**config.mk**
```make
export PLATFORM = sky130hd
export DESIGN_NAME = rgb888_to_rgb565_pixel_writer_core_flat
export DESIGN_NICKNAME = d
export VERILOG_FILES = /design/src/design/rgb565w_pkg.sv /design/src/design/rgb565w_if.sv /design/src/design/rgb565w_regs.sv /design/src/design/rgb565w_front.sv /design/src/design/rgb565w_queue.sv /design/src/design/rgb565w_back.sv /design/src/design/rgb888_to_rgb565_pixel_writer_core.sv /design/src/flat_wrapper.sv
export SDC_FILE = /design/constraint.sdc
export NUM_CORES = 1
export LEC_CHECK = 0
export BUFFER_PORTS_ARGS = -buffer_cell sky130_fd_sc_hd__buf_4
export CAP_MARGIN = 0
export CORE_ASPECT_RATIO = 1.25
export CORE_MARGIN = 2
export CORE_UTILIZATION = 45
export CTS_CLUSTER_SIZE = 30
export DETAILED_ROUTE_END_ITERATION = 7
export PLACE_DENSITY_LB_ADDON = 0.3
export SYNTH_ARGS = -nofsm -noshare
export SYNTH_HDL_FRONTEND = slang
export SYNTH_SLANG_ARGS = --single-unit
```
**constraint.sdc**
```tcl
create_clock -name i_clk -period 17.45 [get_ports i_clk]
set_clock_uncertainty 0.1 [all_clocks]
set_input_delay 2.6175 -clock i_clk [delete_from_list [all_inputs] [get_ports i_clk]]
set_output_delay 2.6175 -clock i_clk [all_outputs]
set_load 0.005 [all_outputs]
```
**src/design/rgb565w_pkg.sv**
```systemverilog
`timescale 1ns / 1ps
package rgb565w_pkg;

    // Register field widths and APB geometry
    localparam int CFG_DIM_W  = 13;
    localparam int CFG_ORG_W  = 12;
    localparam int PADDR_W    = 5;
    localparam int PDATA_W    = 32;
    localparam int ADDR_W     = 24;
    localparam int DATA_W     = 16;
    localparam int OPND_W     = 14;
    localparam int PROD_W     = OPND_W + CFG_DIM_W;
    localparam int DIM_MAX_REG = (1 << CFG_DIM_W) - 1;

    // Register indexes
    localparam logic [2:0] REG_SURFACE_WIDTH  = 3'd0;
    localparam logic [2:0] REG_SURFACE_HEIGHT = 3'd1;
    localparam logic [2:0] REG_DST_PITCH      = 3'd2;
    localparam logic [2:0] REG_DST_ORIGIN_X   = 3'd3;
    localparam logic [2:0] REG_DST_ORIGIN_Y   = 3'd4;
    localparam logic [2:0] REG_SPAN_WIDTH     = 3'd5;
    localparam logic [2:0] REG_SPAN_HEIGHT    = 3'd6;

    // Request function codes
    localparam logic FUNC_BLIT = 1'b0;
    localparam logic FUNC_PLOT = 1'b1;

    // Queue between front and back
    localparam int QUEUE_DEPTH = 2;
    localparam int QPTR_W      = 1;
    localparam int QCNT_W      = 2;

    typedef struct packed {
        logic [CFG_DIM_W-1:0] surface_width;
        logic [CFG_DIM_W-1:0] surface_height;
        logic [CFG_DIM_W-1:0] dst_pitch;
        logic [CFG_ORG_W-1:0] dst_origin_x;
        logic [CFG_ORG_W-1:0] dst_origin_y;
        logic [CFG_DIM_W-1:0] span_width;
        logic [CFG_DIM_W-1:0] span_height;
    } t_cfg;

    // One write job: address = row_term * pitch + col_term
    typedef struct packed {
        logic [OPND_W-1:0] row_term;
        logic [OPND_W-1:0] col_term;
        logic [DATA_W-1:0] data;
        logic              end_of_blit;
    } t_op;

    function automatic logic [DATA_W-1:0] pack565(input logic [7:0] r, input logic [7:0] g,
                                                  input logic [7:0] b);
        return {b[7:3], g[7:2], r[7:3]};
    endfunction

endpackage

```
**src/design/rgb565w_if.sv**
```systemverilog
`timescale 1ns / 1ps
interface rgb565w_in_if;
    logic               valid;
    logic               ready;
    logic               func;
    logic signed [15:0] point_x;
    logic signed [15:0] point_y;
    logic [7:0]         red;
    logic [7:0]         green;
    logic [7:0]         blue;

    modport source (output valid, func, point_x, point_y, red, green, blue, input ready);
    modport sink   (input valid, func, point_x, point_y, red, green, blue, output ready);
endinterface

interface rgb565w_out_if;
    logic        valid;
    logic        ready;
    logic [23:0] write_addr;
    logic [15:0] write_data;
    logic        end_of_blit;

    modport source (output valid, write_addr, write_data, end_of_blit, input ready);
    modport sink   (input valid, write_addr, write_data, end_of_blit, output ready);
endinterface

```
**src/design/rgb565w_regs.sv**
```systemverilog
`timescale 1ns / 1ps
module rgb565w_regs
    import rgb565w_pkg::*;
(
    input  logic               i_clk,
    input  logic               i_rst_n,
    input  logic               psel,
    input  logic               penable,
    input  logic               pwrite,
    input  logic [PADDR_W-1:0] paddr,
    input  logic [PDATA_W-1:0] pwdata,
    output logic [PDATA_W-1:0] prdata,
    output logic               pready,
    output t_cfg               o_cfg
);

    t_cfg       r_cfg;
    t_cfg       n_cfg;
    logic [2:0] w_idx;

    assign w_idx  = paddr[PADDR_W-1:2];
    assign pready = 1'b1;
    assign o_cfg  = r_cfg;

    always_comb begin
        n_cfg = r_cfg;
        if (psel && penable && pwrite) begin
            case (w_idx)
                REG_SURFACE_WIDTH:  n_cfg.surface_width  = pwdata[CFG_DIM_W-1:0];
                REG_SURFACE_HEIGHT: n_cfg.surface_height = pwdata[CFG_DIM_W-1:0];
                REG_DST_PITCH:      n_cfg.dst_pitch      = pwdata[CFG_DIM_W-1:0];
                REG_DST_ORIGIN_X:   n_cfg.dst_origin_x   = pwdata[CFG_ORG_W-1:0];
                REG_DST_ORIGIN_Y:   n_cfg.dst_origin_y   = pwdata[CFG_ORG_W-1:0];
                REG_SPAN_WIDTH:     n_cfg.span_width     = pwdata[CFG_DIM_W-1:0];
                REG_SPAN_HEIGHT:    n_cfg.span_height    = pwdata[CFG_DIM_W-1:0];
                default:            n_cfg = r_cfg;
            endcase
        end
    end

    always_ff @(posedge i_clk) begin
        if (!i_rst_n) begin
            r_cfg <= '0;
        end else begin
            r_cfg <= n_cfg;
        end
    end

    always_comb begin
        case (w_idx)
            REG_SURFACE_WIDTH:  prdata = PDATA_W'(r_cfg.surface_width);
            REG_SURFACE_HEIGHT: prdata = PDATA_W'(r_cfg.surface_height);
            REG_DST_PITCH:      prdata = PDATA_W'(r_cfg.dst_pitch);
            REG_DST_ORIGIN_X:   prdata = PDATA_W'(r_cfg.dst_origin_x);
            REG_DST_ORIGIN_Y:   prdata = PDATA_W'(r_cfg.dst_origin_y);
            REG_SPAN_WIDTH:     prdata = PDATA_W'(r_cfg.span_width);
            REG_SPAN_HEIGHT:    prdata = PDATA_W'(r_cfg.span_height);
            default:            prdata = '0;
        endcase
    end

endmodule

```
**src/design/rgb565w_front.sv**
```systemverilog
`timescale 1ns / 1ps
module rgb565w_front
    import rgb565w_pkg::*;
#(
    parameter int MAX_DIM = 4096
) (
    input  logic         i_clk,
    input  logic         i_rst_n,
    rgb565w_in_if.sink   i_pix,
    input  t_cfg         i_cfg,
    input  logic         i_q_full,
    output logic         o_push,
    output t_op          o_op
);

    localparam int DIM_CAP = (MAX_DIM > DIM_MAX_REG) ? DIM_MAX_REG : MAX_DIM;

    logic [CFG_DIM_W-1:0] r_column_count, n_column_count;
    logic [CFG_DIM_W-1:0] r_row_count, n_row_count;

    logic [CFG_DIM_W-1:0] w_surf_w, w_surf_h, w_span_w, w_span_h;
    logic                 w_acc, w_plot_in, w_span_ok, w_line_end, w_rect_end;

    function automatic logic [CFG_DIM_W-1:0] clamp_dim(input logic [CFG_DIM_W-1:0] v);
        return (v > CFG_DIM_W'(DIM_CAP)) ? CFG_DIM_W'(DIM_CAP) : v;
    endfunction

    assign w_surf_w = clamp_dim(i_cfg.surface_width);
    assign w_surf_h = clamp_dim(i_cfg.surface_height);
    assign w_span_w = clamp_dim(i_cfg.span_width);
    assign w_span_h = clamp_dim(i_cfg.span_height);

    assign i_pix.ready = !i_q_full;
    assign w_acc       = i_pix.valid && !i_q_full;

    // Drop points off the surface; negative coordinates fail on the sign bit
    assign w_plot_in = !i_pix.point_x[15] && !i_pix.point_y[15]
                    && (16'(i_pix.point_x) < 16'(w_surf_w))
                    && (16'(i_pix.point_y) < 16'(w_surf_h));

    assign w_span_ok  = (w_span_w != '0) && (w_span_h != '0);
    assign w_line_end = (OPND_W'(r_column_count) + OPND_W'(1)) >= OPND_W'(w_span_w);
    assign w_rect_end = w_line_end
                     && ((OPND_W'(r_row_count) + OPND_W'(1)) >= OPND_W'(w_span_h));

    always_comb begin
        o_op.data = pack565(i_pix.red, i_pix.green, i_pix.blue);
        if (i_pix.func == FUNC_PLOT) begin
            o_push           = w_acc && w_plot_in;
            o_op.row_term    = i_pix.point_y[OPND_W-1:0];
            o_op.col_term    = i_pix.point_x[OPND_W-1:0];
            o_op.end_of_blit = 1'b0;
        end else begin
            o_push           = w_acc && w_span_ok;
            o_op.row_term    = OPND_W'(i_cfg.dst_origin_y) + OPND_W'(r_row_count);
            o_op.col_term    = OPND_W'(i_cfg.dst_origin_x) + OPND_W'(r_column_count);
            o_op.end_of_blit = w_rect_end;
        end
    end

    // Advance the raster walk on every blit pixel that produces a write
    always_comb begin
        n_column_count = r_column_count;
        n_row_count    = r_row_count;
        if (w_acc && (i_pix.func == FUNC_BLIT) && w_span_ok) begin
            if (w_rect_end) begin
                n_column_count = '0;
                n_row_count    = '0;
            end else if (w_line_end) begin
                n_column_count = '0;
                n_row_count    = r_row_count + CFG_DIM_W'(1);
            end else begin
                n_column_count = r_column_count + CFG_DIM_W'(1);
            end
        end
    end

    always_ff @(posedge i_clk) begin
        if (!i_rst_n) begin
            r_column_count <= '0;
            r_row_count    <= '0;
        end else begin
            r_column_count <= n_column_count;
            r_row_count    <= n_row_count;
        end
    end

endmodule

```
**src/design/rgb565w_queue.sv**
```systemverilog
`timescale 1ns / 1ps
module rgb565w_queue
    import rgb565w_pkg::*;
(
    input  logic i_clk,
    input  logic i_rst_n,
    input  logic i_push,
    input  t_op  i_op,
    input  logic i_pop,
    output logic o_full,
    output logic o_empty,
    output t_op  o_op
);

    t_op               r_mem [QUEUE_DEPTH];
    logic [QPTR_W-1:0] r_wr_ptr, r_rd_ptr;
    logic [QCNT_W-1:0] r_count;

    assign o_full  = (r_count == QCNT_W'(QUEUE_DEPTH));
    assign o_empty = (r_count == '0);
    assign o_op    = r_mem[r_rd_ptr];

    always_ff @(posedge i_clk) begin
        if (i_push) begin
            r_mem[r_wr_ptr] <= i_op;
        end
    end

    always_ff @(posedge i_clk) begin
        if (!i_rst_n) begin
            r_wr_ptr <= '0;
            r_rd_ptr <= '0;
            r_count  <= '0;
        end else begin
            if (i_push) begin
                r_wr_ptr <= r_wr_ptr + QPTR_W'(1);
            end
            if (i_pop) begin
                r_rd_ptr <= r_rd_ptr + QPTR_W'(1);
            end
            case ({i_push, i_pop})
                2'b10:   r_count <= r_count + QCNT_W'(1);
                2'b01:   r_count <= r_count - QCNT_W'(1);
                default: r_count <= r_count;
            endcase
        end
    end

endmodule

```
**src/design/rgb565w_back.sv**
```systemverilog
`timescale 1ns / 1ps
module rgb565w_back
    import rgb565w_pkg::*;
(
    input  logic                 i_clk,
    input  logic                 i_rst_n,
    input  logic                 i_q_empty,
    input  t_op                  i_op,
    input  logic [CFG_DIM_W-1:0] i_pitch,
    output logic                 o_pop,
    rgb565w_out_if.source        o_wr
);

    logic              r_valid;
    logic [ADDR_W-1:0] r_addr;
    logic [DATA_W-1:0] r_data;
    logic              r_eob;
    logic [PROD_W-1:0] w_prod;
    logic [ADDR_W-1:0] w_addr;

    assign o_pop  = !i_q_empty && (!r_valid || o_wr.ready);
    assign w_prod = PROD_W'(i_op.row_term) * PROD_W'(i_pitch);
    assign w_addr = w_prod[ADDR_W-1:0] + ADDR_W'(i_op.col_term);

    always_ff @(posedge i_clk) begin
        if (!i_rst_n) begin
            r_valid <= 1'b0;
        end else if (o_pop) begin
            r_valid <= 1'b1;
        end else if (o_wr.ready) begin
            r_valid <= 1'b0;
        end
    end

    always_ff @(posedge i_clk) begin
        if (o_pop) begin
            r_addr <= w_addr;
            r_data <= i_op.data;
            r_eob  <= i_op.end_of_blit;
        end
    end

    assign o_wr.valid       = r_valid;
    assign o_wr.write_addr  = r_addr;
    assign o_wr.write_data  = r_data;
    assign o_wr.end_of_blit = r_eob;

endmodule

```
**src/design/rgb888_to_rgb565_pixel_writer_core.sv**
```systemverilog
`timescale 1ns / 1ps
// RGB888 to RGB565 pixel writer. Each request on i_pix is either a blit pixel
// (func = 0), walked in raster order over the span_width x span_height
// rectangle placed at dst_origin, or a plotted point (func = 1) clipped
// against surface_width x surface_height; a clipped point, or a blit pixel
// while the rectangle is empty, produces no write. Each write on o_wr carries
// the word address row * dst_pitch + column (modulo 2^24), the 5-6-5 word
// with red in the low bits and blue in the high bits, and end_of_blit on the
// rectangle's last pixel, after which the column and row counters are back at
// zero. While the queue has room and o_wr is ready, the block takes one
// request per clock and returns one write per clock: the front stage
// classifies a request and steps the raster counters in the cycle it is
// accepted, a two-entry queue decouples it from the back stage, and the back
// stage does the single 14 x 13 bit address multiply and add into the output
// register. Surface and span size registers above MAX_DIM act as MAX_DIM.
// Program the registers over the APB port (register n at byte address 4*n)
// only while no request is in flight; counters keep their place across writes.
module rgb888_to_rgb565_pixel_writer_core
    import rgb565w_pkg::*;
#(
    parameter int MAX_DIM = 4096
) (
    input  logic               i_clk,
    input  logic               i_rst_n,
    rgb565w_in_if.sink         i_pix,
    rgb565w_out_if.source      o_wr,
    input  logic               psel,
    input  logic               penable,
    input  logic               pwrite,
    input  logic [PADDR_W-1:0] paddr,
    input  logic [PDATA_W-1:0] pwdata,
    output logic [PDATA_W-1:0] prdata,
    output logic               pready
);

    t_cfg w_cfg;
    t_op  w_push_op;
    t_op  w_head_op;
    logic w_push, w_pop, w_q_full, w_q_empty;

    // Configuration registers
    rgb565w_regs u_regs (
        .i_clk   (i_clk),
        .i_rst_n (i_rst_n),
        .psel    (psel),
        .penable (penable),
        .pwrite  (pwrite),
        .paddr   (paddr),
        .pwdata  (pwdata),
        .prdata  (prdata),
        .pready  (pready),
        .o_cfg   (w_cfg)
    );

    // Front: accept, clip or walk the rectangle, build the write job
    rgb565w_front #(
        .MAX_DIM (MAX_DIM)
    ) u_front (
        .i_clk    (i_clk),
        .i_rst_n  (i_rst_n),
        .i_pix    (i_pix),
        .i_cfg    (w_cfg),
        .i_q_full (w_q_full),
        .o_push   (w_push),
        .o_op     (w_push_op)
    );

    // Hold jobs while the back end stalls
    rgb565w_queue u_queue (
        .i_clk   (i_clk),
        .i_rst_n (i_rst_n),
        .i_push  (w_push),
        .i_op    (w_push_op),
        .i_pop   (w_pop),
        .o_full  (w_q_full),
        .o_empty (w_q_empty),
        .o_op    (w_head_op)
    );

    // Back: resolve the address and drive the write
    rgb565w_back u_back (
        .i_clk     (i_clk),
        .i_rst_n   (i_rst_n),
        .i_q_empty (w_q_empty),
        .i_op      (w_head_op),
        .i_pitch   (w_cfg.dst_pitch),
        .o_pop     (w_pop),
        .o_wr      (o_wr)
    );

endmodule

```
**src/flat_wrapper.sv**
```systemverilog
// flat-port wrapper written by rule: the top's interface ports become plain ports
module rgb888_to_rgb565_pixel_writer_core_flat import rgb565w_pkg::*;
#(
    parameter int MAX_DIM = 4096
)
  (i_clk, i_rst_n, psel, penable, pwrite, paddr, pwdata, prdata, pready, i_pix_valid, i_pix_func, i_pix_point_x, i_pix_point_y, i_pix_red, i_pix_green, i_pix_blue, i_pix_ready, o_wr_valid, o_wr_write_addr, o_wr_write_data, o_wr_end_of_blit, o_wr_ready);
  rgb565w_in_if i_pix_i ();
  rgb565w_out_if o_wr_i ();
  input  logic i_clk;
  input  logic i_rst_n;
  input  logic psel;
  input  logic penable;
  input  logic pwrite;
  input  logic [PADDR_W-1:0] paddr;
  input  logic [PDATA_W-1:0] pwdata;
  output logic [PDATA_W-1:0] prdata;
  output logic pready;
  input wire logic [$bits(i_pix_i.valid)-1:0] i_pix_valid;
  input wire logic [$bits(i_pix_i.func)-1:0] i_pix_func;
  input wire logic [$bits(i_pix_i.point_x)-1:0] i_pix_point_x;
  input wire logic [$bits(i_pix_i.point_y)-1:0] i_pix_point_y;
  input wire logic [$bits(i_pix_i.red)-1:0] i_pix_red;
  input wire logic [$bits(i_pix_i.green)-1:0] i_pix_green;
  input wire logic [$bits(i_pix_i.blue)-1:0] i_pix_blue;
  output wire logic [$bits(i_pix_i.ready)-1:0] i_pix_ready;
  output wire logic [$bits(o_wr_i.valid)-1:0] o_wr_valid;
  output wire logic [$bits(o_wr_i.write_addr)-1:0] o_wr_write_addr;
  output wire logic [$bits(o_wr_i.write_data)-1:0] o_wr_write_data;
  output wire logic [$bits(o_wr_i.end_of_blit)-1:0] o_wr_end_of_blit;
  input wire logic [$bits(o_wr_i.ready)-1:0] o_wr_ready;
  assign i_pix_i.valid = i_pix_valid;
  assign i_pix_i.func = i_pix_func;
  assign i_pix_i.point_x = i_pix_point_x;
  assign i_pix_i.point_y = i_pix_point_y;
  assign i_pix_i.red = i_pix_red;
  assign i_pix_i.green = i_pix_green;
  assign i_pix_i.blue = i_pix_blue;
  assign i_pix_ready = i_pix_i.ready;
  assign o_wr_valid = o_wr_i.valid;
  assign o_wr_write_addr = o_wr_i.write_addr;
  assign o_wr_write_data = o_wr_i.write_data;
  assign o_wr_end_of_blit = o_wr_i.end_of_blit;
  assign o_wr_i.ready = o_wr_ready;
  rgb888_to_rgb565_pixel_writer_core #(.MAX_DIM(MAX_DIM)) u_core (.i_clk(i_clk), .i_rst_n(i_rst_n), .i_pix(i_pix_i), .o_wr(o_wr_i), .psel(psel), .penable(penable), .pwrite(pwrite), .paddr(paddr), .pwdata(pwdata), .prdata(prdata), .pready(pready));
endmodule
```
==> After elaboration in Yosys (flattened, before gate mapping) <==
Memory sizes are Yosys's and may differ from the RTL's. A register that Yosys moved wholly into a read port is not among the register bits.
Cells that the tools add are included.
{ "word_totals": {"regBits": 161, "ram_bits": 90, "inputBits": 101, "elab_cells": 100, "memories": 1} }
{ "mem_list": {"columns": ["name", "words", "word_bits", "rd", "rd_clocked_by_memory_dff", "wr", "line", "source"], "rows": [
  ["u_core.u_queue.r_mem", 2, 45, 1, 1, 1, "rgb565w_queue.sv:15", "t_op r_mem [QUEUE_DEPTH];"]
]} }
{ "op_classes": {"add_sub_neg": 11, "multipliers": 1, "magnitude_cmp": 8, "n_eq_ne": 9, "muxes": 19, "bitwise_logic": 1, "n_reduce_logical": 34} }
{ "ops": {"columns": ["op", "count"], "rows": [
  ["$mux 13", 8],
  ["$pmux 13 s7", 1],
  ["$gt 13x13->1 const B", 4],
  ["$lt 16x13->1", 2],
  ["$add 12x13->14", 2],
  ["$add 13x1->14 const B", 2],
  ["$ge 14x13->1", 2],
  ["$mux 28", 1],
  ["$add 13x1->13 const B", 2],
  ["$reduce_bool 13->1", 2],
  ["$add 24x14->24", 1],
  ["$mul 14x13->24", 1],
  ["$reduce_and 2->1", 8],
  ["$logic_and 1x1->1", 13],
  ["$eq 3x3->1 const B", 3],
  ["$mux 1", 8],
  ["$eq 3x2->1 const B", 2],
  ["$reduce_bool 2->1", 3],
  ["$logic_not 1->1", 5],
  ["$eq 2x2->1 const B", 2],
  ["$pmux 2 s2", 1],
  ["$eq 3x1->1 const B", 1],
  ["$logic_not 3->1", 1],
  ["$add 1x1->1 const B", 2],
  ["6 further kinds", 6]
]} }

==> Longest topological paths before layout <==
Gate-level depths: netlist of run 1.
{ "logic_depth": {"depth_word": 9, "mapped_depth": 25} }

==> By module <==
A second synthesis of run 1 with hierarchy kept.
{ "hier_totals": {"cells_unflattened": 1985, "area_unflattened_um2": 19665.1} }
{ "by_module_without_submodules": {"columns": ["mod", "instances", "cells_per_inst", "area_per_inst_um2"], "rows": [
  ["rgb565w_back", 1, 780, 7533.5],
  ["rgb565w_front", 1, 615, 4519.3],
  ["rgb565w_regs", 1, 428, 4161.5],
  ["rgb565w_queue", 1, 162, 3450.8]
]} }

==> Worst setup path before layout of run 1 <==
OpenSTA, ideal clock, no wires.
{ "synth_path": {"kind": "input-to-output", "startpoint": "input paddr[3]", "endpoint": "output prdata[1]", "arrival_ps": 4085, "required_time_ps": 14732, "path_slack_ps": 10648, "path_stages": 5, "path_cell_list": "buf_2 buf_1 buf_2 mux4_2 mux2_2"} }
{ "synth_between": {"elab_chain_len": 2} }
{ "synth_rtl": {"columns": ["element", "line", "source"], "rows": [
  ["start: declaration", "flat_wrapper.sv:14", "input logic [PADDR_W-1:0] paddr;"],
  ["$eq 3x3->1 (tied with other cells)", "rgb565w_regs.sv:50", "case (w_idx)"],
  ["$pmux 13 s7 (*)", "rgb565w_regs.sv:50", null],
  ["end: declaration", "flat_wrapper.sv:16", "output logic [PDATA_W-1:0] prdata;"]
]} }
Every way passes the cells marked *; elsewhere a longest branch is shown, timed or not.

==> impl_metrics.tcl, run 1 <==
set metrics [dict create \
    status "finished, final reports clean" \
    synth_edf_count 131 \
    cts_resized 0 \
    synthCells 1942 \
    hold_path.class "flop to flop" \
    post_cts_buffers 0 \
    drt-initial-drc-count 805 \
    preCtsSetupSlack_ns 10.06 \
    vias 13980 \
    dieArea_um2 43960 \
    cts_htree_levels 1 \
    endpoint_kind "flop" \
    grt_max_degree 97 \
    regArea_um2 6357 \
    die_x_um 187.9 \
    ff2ff_path_depth 22 \
    crit_required_ns 17.68 \
    fmax_ghz 0.1353 \
    critPathKind "flop to flop" \
    core.rowCount 84 \
    power.total_mw 1.576 \
    hp-start "u_core.u_regs.o_cfg[83]" \
    design.core.area_um2 41940 \
    min_period_ns 7.392 \
    postRouteAntennaNets 0 \
    antenna_found_initial 1 \
    cts_tree "yes" \
    relSlewSlack_pct 26.30 \
    viasPerCell 5.370 \
    drc 0 \
    drtPass1Iterations 5 \
    ys.warnings.count 0 \
    rsz0062_at_grt "false" \
    holdPathEnd "u_core.u_regs.o_cfg[83]" \
    async_flop_share_pct 0 \
    met1Wirelength_um 19250 \
    setup-tns-final_ns 0 \
    ys.flop_type "edfxtp_1" \
    wl_met2_um 24810 \
    clkTransAtPathRegs_ns 0.07 \
    grt_pass1_vias 14410 \
    drive_gt1_share_pct 13.36 \
    cts.root.buffer_cell "clkbuf_16" \
    wl_um 48610 \
    peakVddDrop_mv 0.07051 \
    holdBufCountCts 0 \
    synth_cell_types 74 \
    grt_overflow 0 \
    layout_setup_ws_ns 10.06 \
    multi_input_area_um2 11610 \
    p_per_area_nw_per_um2 74.16 \
    post-route-util_pct 50.68 \
    worst_ep_arrival_time_ns 7.62 \
    clock_latency_ns 0.58 \
    p_leak_nw 9.052 \
    die_h_um 233.9 \
    io-pin-count 177 \
    hold_depth 2 \
    reg2reg_to "u_core.u_back.o_wr.write_addr[23]" \
    fin_crit_sh_pct 42.36 \
    dpl_cell_area_um2 20380 \
    dp_hpwl_um 36740 \
    whs_ns 0.3761 \
    track_usage_pct 22.34 \
    cts.sinks 252 \
    placed_cells 2552 \
    critPathMaxFanout 45 \
    synth.avg_cell_area_um2 9.798 \
    gp_congestion 0.8809 \
    ys_ff_latch 252 \
    ys_seq_area_share_pct 33.40 \
    grt_pass1_wl_um 77060 \
    cts_buffer_depth 3 \
    numCtsBuffers 28 \
    syn_area_um2 19030 \
    n_fill_cell 3779 \
    wl_met3_um 2491 \
    start_kind "flop" \
    worst_pin_slew_ns 1.102 \
    topRoutingLayerUsed "met4" \
    hold_viol 0 \
    initial_core_util_pct 45.38 \
    wl_per_cell_um 18.67 \
    reg2reg_setup_slack_ns 10.06 \
    instances_no_fill 2604 \
    fin_area_um2 21250 \
    max-cap-violations 0 \
    area_delta_synth_final_pct 11.69 \
    slew_viol_final 0 \
    nNetsFinal 2417 \
    setup-violations-final 0 \
    io_buffers 127 \
]
-- critical path, cell delays in order (launching register included) --
cell,delay [ns]
dfxtp_2,0.31
buf_4,0.52
mux2_2,0.54
and2_1,0.23
fa_1,0.55
inv_1,0.06
fa_1,0.53
inv_1,0.06
fa_1,0.49
inv_1,0.05
fa_1,0.47
inv_1,0.05
fa_1,0.52
inv_1,0.05
fa_1,0.52
inv_1,0.04
ha_1,0.24
or4_1,0.54
o22a_1,0.21
o21ai_0,0.48
a21oi_1,0.21
a31oi_1,0.24
xnor2_1,0.10
-- metal layers --
metal / vias up / track usage, %
li1: 6674 / -
met5: - / 0
met4: 0 / 9.670
met2: 397 / 41.20
met1: 6809 / 26.21
met3: 104 / 2.664
-- sequential cells by signal, indices dropped and copies added, names as in the netlist, 2 cells and up, named ones only --
signal                         count
u_core.u_queue.r_mem              90
u_core.u_regs.o_cfg               89
u_core.u_front.r_column_count     13
u_core.u_back.o_wr.write_addr     24
u_core.u_back.o_wr.write_data     16
u_core.u_queue.r_count             2
u_core.u_front.r_row_count        13
-- power by group --
| group | total, mW | leakage, nW | internal (mW) | switching [mW] |
|---|---|---|---|---|
| Clock | 0.571 | 0.418 | 0.321 | 0.250 |
| Combinational | 0.314 | 6.47 | 0.128 | 0.186 |
| Sequential | 0.691 | 2.17 | 0.678 | 0.0135 |
-- cells in the mapped netlist (3+ instances only) --
master    number  area share, %
a22oi_1        5           0.20
fa_1         142             15
mux2i_1       59            3.1
o211ai_1       3           0.12
o21a_1        14           0.55
nand2_1      316            6.2
dfxtp_1      121             13
a21o_1        20           0.79
inv_1        177            3.5
nand2b_1       9           0.30
or3_1         12           0.39
nor2_1       103            2.0
mux2_2        53            3.1
o21ai_0       58            1.5
xor2_1        36            1.7
a211o_1        8           0.37
nand4_1       15           0.49
and3_1        11           0.36
nor2b_1       17           0.56
nor3_1        18           0.47
xnor2_1       43            2.0
a211oi_2       6           0.39
clkbuf_1      68            1.3
o22ai_1        8           0.26
ha_1         151            9.9
a211oi_1      12           0.47
nand3_1       12           0.32
o21ai_1        3          0.079
a31oi_1       11           0.36
edfxtp_1     131             21
mux4_2         9            1.1
buf_1          5          0.099
nor4_1         9           0.30
and2_1        90            3.0
nor3b_1        4           0.16
buf_2         11           0.29
buf_4         20           0.79
or3_2          3           0.12
a21oi_1       96            2.5
o31ai_1        7           0.28
or2_2          5           0.16
-- worst max path at each step --
stage,depth (start not counted),endpoint,slack (ns)
2_1_floorplan,5,prdata[1],10.65
3_3_place_gp,22,u_core.u_back.o_wr.write_addr[23],10.16
3_5_place_dp,22,u_core.u_back.o_wr.write_addr[23],10.06
4_1_cts,22,u_core.u_back.o_wr.write_addr[23],10.06
5_1_grt,22,u_core.u_back.o_wr.write_addr[23],9.85
6_report,22,u_core.u_back.o_wr.write_addr[23],10.06
-- logic make-up after synthesis --
family | after synthesis | synth area share, %
compound gates | 273 | 9.087
xor+xnor | 79 | 3.636
fa+ha+maj | 293 | 24.87
buf+inv | 283 | 6.089
flops | 252 | 33.40
mux | 121 | 7.305
other cells | 2 | 0.03947
simple gates | 639 | 15.57
-- cells in the final DEF (no fill, tap or decap), types with 9 or more instances in the layout --
master,instances
a21o_1,20
and2_1,90
a21oi_1,96
nand3_1,12
conb_1,20
or3_1,12
inv_1,177
edfxtp_1,131
xnor2_1,43
nand2_1,316
xor2_1,36
ha_1,151
dfxtp_1,120
nor4_1,9
o21ai_0,58
clkbuf_16,29
nor2b_1,16
fa_1,142
nor2_1,101
a211oi_1,12
o21a_1,14
mux4_2,9
a31oi_1,11
nand2b_1,9
nor3_1,18
mux2i_1,59
buf_4,138
mux2_2,53
and3_1,11
nand4_1,15
-- area by class of cell --
class / count / share of cell area [%]
Antenna cell: 1 / 0.01177
Multi-Input combinational cell: 1425 / 54.65
Sequential cell: 252 / 29.91
Inverter: 178 / 3.144
Tap cell: 559 / 3.291
Clock buffer: 37 / 3.556
Clock inverter: 14 / 0.5593
Timing Repair Buffer: 138 / 4.875
No activity file was read; power rests on OpenSTA's default activity.
==> run 2: changes to the inputs <==
==> constraint.sdc (replaced) <==
create_clock -name i_clk -period 6.4 [get_ports i_clk]
set_clock_uncertainty 0.1 [all_clocks]
set_input_delay 0.96 -clock i_clk [delete_from_list [all_inputs] [get_ports i_clk]]
set_output_delay 0.96 -clock i_clk [all_outputs]
set_load 0.005 [all_outputs]
==> run 2 against run 1 <==
Against the previous run: maximum frequency is 18% higher; total power grew to 2.9 times the previous value; core utilization increased by 2.1 points; register-to-register slack worse by 9.9 ns; sequential cell count is the same; worst hold slack improved by 0.0090 ns; non-clock buffer count up 68; final cell count grew 2.6%; final area grew 4.1%; sequential power grew to 2.7 times the previous value.
==> impl_metrics.tcl, run 2 (same netlist as run 1, synthesis figures left out) <==
set metrics [dict create \
    status "finished, final reports clean" \
    final_common_cell "nand2_1" \
    numCtsBuffers 28 \
    wl_um 49580 \
    swShare_pct 27.63 \
    critPathKind "flop to flop" \
    fin_crit_sh_pct 98.00 \
    core.rowCount 84 \
    clkTransAtPathRegs_ns 0.06 \
    postRouteAntennaNets 0 \
    dieArea_um2 43960 \
    drtPass1Iterations 7 \
    largest_reg_flops 90 \
    grt_overflow 0 \
    multi_input_area_um2 11870 \
    viasPerCell 5.381 \
    slew_viol_final 0 \
    cts.root.buffer_cell "clkbuf_16" \
    instances_no_fill 2672 \
    min_period_ns 6.272 \
    power.switching_mw 1.264 \
    drive_gt1_share_pct 17.98 \
    gp_congestion 0.8905 \
    reg2reg_setup_slack_ns 0.13 \
    most-common-layout-cells "315 x nand2_1, 201 x buf_4, 172 x inv_1" \
    p_clk_share_pct 36.2 \
    worst_pin_slew_ns 1.266 \
    cp-endpoint "u_core.u_back.o_wr.write_addr[22]" \
    max-cap-violations 0 \
    largest-register "u_core.u_queue.r_mem" \
    wl_per_cell_um 18.55 \
    cts_htree_levels 1 \
    cts_tree "yes" \
    clock_latency_ns 0.56 \
    drt-initial-drc-count 843 \
    endpoint_kind "flop" \
    area_delta_synth_final_pct 16.27 \
    p_per_area_nw_per_um2 206.8 \
    n_antenna_cell 0 \
    ff2ff_path_depth 21 \
    start_kind "flop" \
    fmax_ghz 0.1594 \
    crit_required_ns 6.74 \
    vias 14380 \
    n_fill_cell 3716 \
    antenna_found_initial 0 \
    seq_power_share_pct 41.5 \
    peakVddDrop_mv 0.1851 \
    die_x_um 187.9 \
    placed_cells 2617 \
    io_buffers 127 \
    grt_max_degree 65 \
    whs_ns 0.3851 \
    setup-violations-final 0 \
    track_usage_pct 22.54 \
    io-pin-count 177 \
    hold_viol 0 \
    die_h_um 233.9 \
    design.core.area_um2 41940 \
    rsz0062_at_grt "true" \
    p_leak_nw 9.499 \
    nNetsFinal 2485 \
    hp-start "u_core.u_regs.o_cfg[77]" \
    intPower_mw 3.311 \
    cts.sinks 252 \
    grt_pass1_vias 14710 \
    reg2reg_to "u_core.u_back.o_wr.write_addr[22]" \
    initial_core_util_pct 45.38 \
    drc 0 \
    combPwrFrac_pct 22.4 \
    cts_buffer_depth 3 \
    dp_hpwl_um 38090 \
    hold_path.class "flop to flop" \
    regArea_um2 6360 \
    grt_pass1_wl_um 77960 \
    critPathMaxFanout 8 \
    relSlewSlack_pct 15.20 \
    worst_ep_arrival_time_ns 6.61 \
]
-- run 2: changes by cell type in the layout (fill, tap and decap cells not counted), moves of 5 or more --
| cell | change |
|---|---|
| buf_4 | +63 |
| ha_2 | +5 |
| inv_2 | +5 |
| inv_1 | -5 |
| mux2_4 | +10 |
| mux2_2 | -10 |
| ha_1 | -11 |
| ha_4 | +6 |
-- run 2: through the flow --
step                      util (%)  setup TNS (ns)  cell area, um^2  power [mW]  setup WS, ns
after floorplan                  -               0            19110       2.453       0.02247
after global routing         52.76         -0.1236            22130       4.765      -0.04577
after CTS                    52.14               0            21860       4.557      0.008707
after detailed placement     49.79         -0.5904            20880       2.895       -0.1636
after global placement       49.79         -0.3767            20880       2.879       -0.1068
final                        52.76               0            22130       4.575        0.1280
-- run 2: cell type report --
type                            instances  area share, %
Clock inverter                         10         0.5090
Sequential cell                       252          28.75
Timing Repair Buffer                  206          7.114
Tap cell                              559          3.161
Clock buffer                           42          3.789
Inverter                              178          3.020
Multi-Input combinational cell       1425          53.66
-- run 2: worst min-delay path by stage --
stage	endpoint	cells past startpoint
floorplan	u_core.u_regs.o_cfg[63]	2
global route	u_core.u_regs.o_cfg[73]	2
detailed placement	u_core.u_regs.o_cfg[73]	2
global placement	u_core.u_regs.o_cfg[78]	2
finish	u_core.u_regs.o_cfg[77]	2
CTS	u_core.u_regs.o_cfg[77]	2
-- run 2: power groups by stage --
stage	clock [mW]	combinational, mW	sequential (mW)
after global placement	0	0.952	1.93
after detailed placement	0	0.967	1.93
after floorplan	0	0.524	1.93
after global routing	1.75	1.11	1.91
after CTS	1.68	0.978	1.89
final	1.66	1.02	1.90
-- run 2: what timing repair did --
action                                  4_1_cts  5_1_grt
hold buffers                                  0        0
buffers inserted                              0        4
pin swaps                                     4       36
gates resized for setup                      10       50
endpoints found under the setup margin        8       12
-- run 2: metal layers --
layer	wire [um]	global-route usage (%)
met3	2314	2.365
met1	19960	26.80
met5	0	0
met4	1908	9.227
met2	25390	41.66
-- run 2: critical path, stage by stage (launching register included) --
cell and delay [ns]:
dfxtp_4 0.43, buf_6 0.11, buf_4 0.11, mux2_4 0.36, and2_1 0.19, fa_1 0.47, inv_1 0.05, fa_1 0.53
inv_1 0.06, fa_1 0.53, fa_1 0.44, fa_1 0.54, inv_1 0.05, fa_1 0.53, inv_1 0.06, ha_4 0.26
a21o_1 0.19, and3_4 0.20, o31ai_4 0.29, a21oi_2 0.10, or4b_1 0.46, nand3_1 0.07
==> run 3: changes to the inputs <==
--- a/config.mk
+++ b/config.mk
@@ -12,7 +12,7 @@
 export CORE_UTILIZATION = 45
 export CTS_CLUSTER_SIZE = 30
 export DETAILED_ROUTE_END_ITERATION = 7
-export PLACE_DENSITY_LB_ADDON = 0.3
+export PLACE_DENSITY_LB_ADDON = 0.05
 export SYNTH_ARGS = -nofsm -noshare
 export SYNTH_HDL_FRONTEND = slang
 export SYNTH_SLANG_ARGS = --single-unit
==> run 3 against run 2 <==
Against the previous run: combinational power barely moved; global-route usage rose by 0.50 points; setup slack improved by 0.067 ns; register-to-register slack improved by 0.07 ns; non-clock buffer count rose by 12; sequential share of layout area fell by 0.086 points; final area rose by 0.30%; clock-buffer cell count fell by 10.
==> impl_metrics.tcl, run 3 (same netlist as run 1, synthesis figures left out) <==
set metrics [dict create \
    status "finished, final reports clean" \
    nNetsFinal 2497 \
    start_kind "flop" \
    hold_viol 0 \
    reg2reg_setup_slack_ns 0.19 \
    io_buffers 127 \
    die_x_um 187.9 \
    fin_crit_sh_pct 96.96 \
    io-pin-count 177 \
    crit_chain "buf_6, mux2_4, buf_4, and2_1, fa_1, inv_1, fa_1, inv_1, fa_1, ha_4, fa_1, inv_1, fa_1, inv_1, ha_1, buf_4, o311a_1, o221a_4, o21ai_4, o21ai_4, o41ai_2, xnor2_1" \
    max-cap-violations 0 \
    p_leak_nw 9.551 \
    track_usage_pct 23.04 \
    ff2ff_path_depth 22 \
    critPathKind "flop to flop" \
    grt_pass1_vias 14180 \
    grt_pass1_wl_um 78380 \
    initial_core_util_pct 45.38 \
    cts_buffer_depth 3 \
    relSlewSlack_pct 19.26 \
    worst_pin_slew_ns 1.208 \
    cp-endpoint "u_core.u_back.o_wr.write_addr[17]" \
    critPathMaxFanout 7 \
    gp_congestion 0.8668 \
    cts.root.buffer_cell "clkbuf_16" \
    endpoint_kind "flop" \
    dieArea_um2 43960 \
    path_depth 22 \
    fmax_ghz 0.1612 \
    cp_slowest_cell "fa_1" \
    drc 0 \
    postRouteAntennaNets 0 \
    grt_max_degree 64 \
    hold_depth 2 \
    cts_htree_levels 1 \
    setup-tns-final_ns 0 \
    slew_viol_final 0 \
    p_per_area_nw_per_um2 207.6 \
    final_common_cell "nand2_1" \
    viasPerCell 5.209 \
    largest-register "u_core.u_queue.r_mem" \
    hold_path.class "flop to flop" \
    drtPass1Iterations 5 \
    area_delta_synth_final_pct 16.62 \
    cts_tree "yes" \
    numCtsBuffers 28 \
    setup-violations-final 0 \
    most-common-layout-cells "315 x nand2_1, 213 x buf_4, 174 x inv_1" \
    antenna_found_initial 0 \
    worst_ep_arrival_time_ns 6.40 \
    crit_top_cell "fa_1" \
    cp_top_family "adder cells" \
    clock_latency_ns 0.57 \
    dp_hpwl_um 39270 \
    reg2reg_to "u_core.u_back.o_wr.write_addr[17]" \
    clkTransAtPathRegs_ns 0.06 \
    drive_gt1_share_pct 18.12 \
    crit_required_ns 6.60 \
    wl_per_cell_um 18.89 \
    cts.sinks 252 \
    min_period_ns 6.205 \
    design.core.area_um2 41940 \
    wl_um 50700 \
    grt_overflow 0 \
    path_buf_inv 7 \
    critical-path-max-stage-delay_ns 0.53 \
    drt-initial-drc-count 524 \
    rsz0062_at_grt "true" \
    post-route-util_pct 52.92 \
    n_antenna_cell 0 \
    die_h_um 233.9 \
    peakVddDrop_mv 0.3684 \
    vias 13980 \
    largest_reg_flops 90 \
    core.rowCount 84 \
]
[run 3: changes by cell type in the layout (fill, tap and decap cells not counted), sizes merged]
cell | previous run | this run
buf | 206 | 218
clkbuf | 42 | 32
clkinv | 6 | 10
clkinvlp | 0 | 4
bufinv | 2 | 5
inv | 180 | 179
[run 3: stage by stage]
stage                     power, mW  std cells  hold slack (ns)  setup WS [ns]  instance area [um^2]
after floorplan               2.453       1960           0.3418        0.02247                 19110
after global placement        2.923       2630           0.3630       -0.08155                 20990
after detailed placement      2.929       2630           0.3744        -0.1140                 20990
after CTS                     4.623       2682           0.3773       0.002494                 21980
after global routing          4.810       2684           0.4086       -0.01311                 22190
final                         4.608       2684           0.3814         0.1946                 22190
[run 3: worst reg2reg max path, delay by kind of cell (launching register included)]
family,cells,cell delay (ns)
buf+inv,7,0.70
simple gates,1,0.18
xor+xnor,1,0.11
fa+ha+maj,7,2.93
mux,1,0.33
compound gates,5,1.21
flops,1,0.40
[run 3: timing repair]
action | in CTS | in global routing
resized for setup | 7 | 48
setup endpoints to repair | 7 | 12
pin swaps | 4 | 31
buffers inserted | 0 | 2
hold buffers | 0 | 0
[run 3: worst min path at each step]
stage	endpoint	slack, ns	start
after detailed placement	u_core.u_regs.o_cfg[81]	0.37	u_core.u_regs.o_cfg[81]
after global placement	u_core.u_regs.o_cfg[83]	0.36	u_core.u_regs.o_cfg[83]
after floorplan	u_core.u_regs.o_cfg[63]	0.34	u_core.u_regs.o_cfg[63]
after global routing	u_core.u_regs.o_cfg[77]	0.41	u_core.u_regs.o_cfg[77]
after CTS	u_core.u_regs.o_cfg[81]	0.38	u_core.u_regs.o_cfg[81]
final	u_core.u_regs.o_cfg[76]	0.38	u_core.u_regs.o_cfg[76]
[run 3: area by class of cell]
| type | count | area (um^2) |
|---|---|---|
| fill | 3867 | 19740 |
| timing repair buffer | 218 | 1673 |
| multi-input combinational | 1425 | 11830 |
| clock inverter | 20 | 242.7 |
| inverter | 178 | 668.1 |
| sequential | 252 | 6360 |
| tap | 559 | 699.4 |
| clock buffer | 32 | 715.7 |
[run 3: where the power goes]
group | switching [mW] | internal [mW] | leakage, nW
Combinational | 0.556 | 0.478 | 6.92
Sequential | 0.0423 | 1.85 | 2.17
Clock | 0.676 | 1.01 | 0.458
Total | 1.27 | 3.33 | 9.55
[run 3: layer usage]
| metal | share of wire (%) | GRT usage [%] | vias to the layer above |
|---|---|---|---|
| li1 | - | - | 6833 |
| met1 | 41 | 27.35 | 6763 |
| met2 | 52 | 43.87 | 304 |
| met3 | 3.7 | 1.946 | 81 |
| met4 | 3.1 | 7.579 | 0 |
| met5 | 0 | 0 | - |
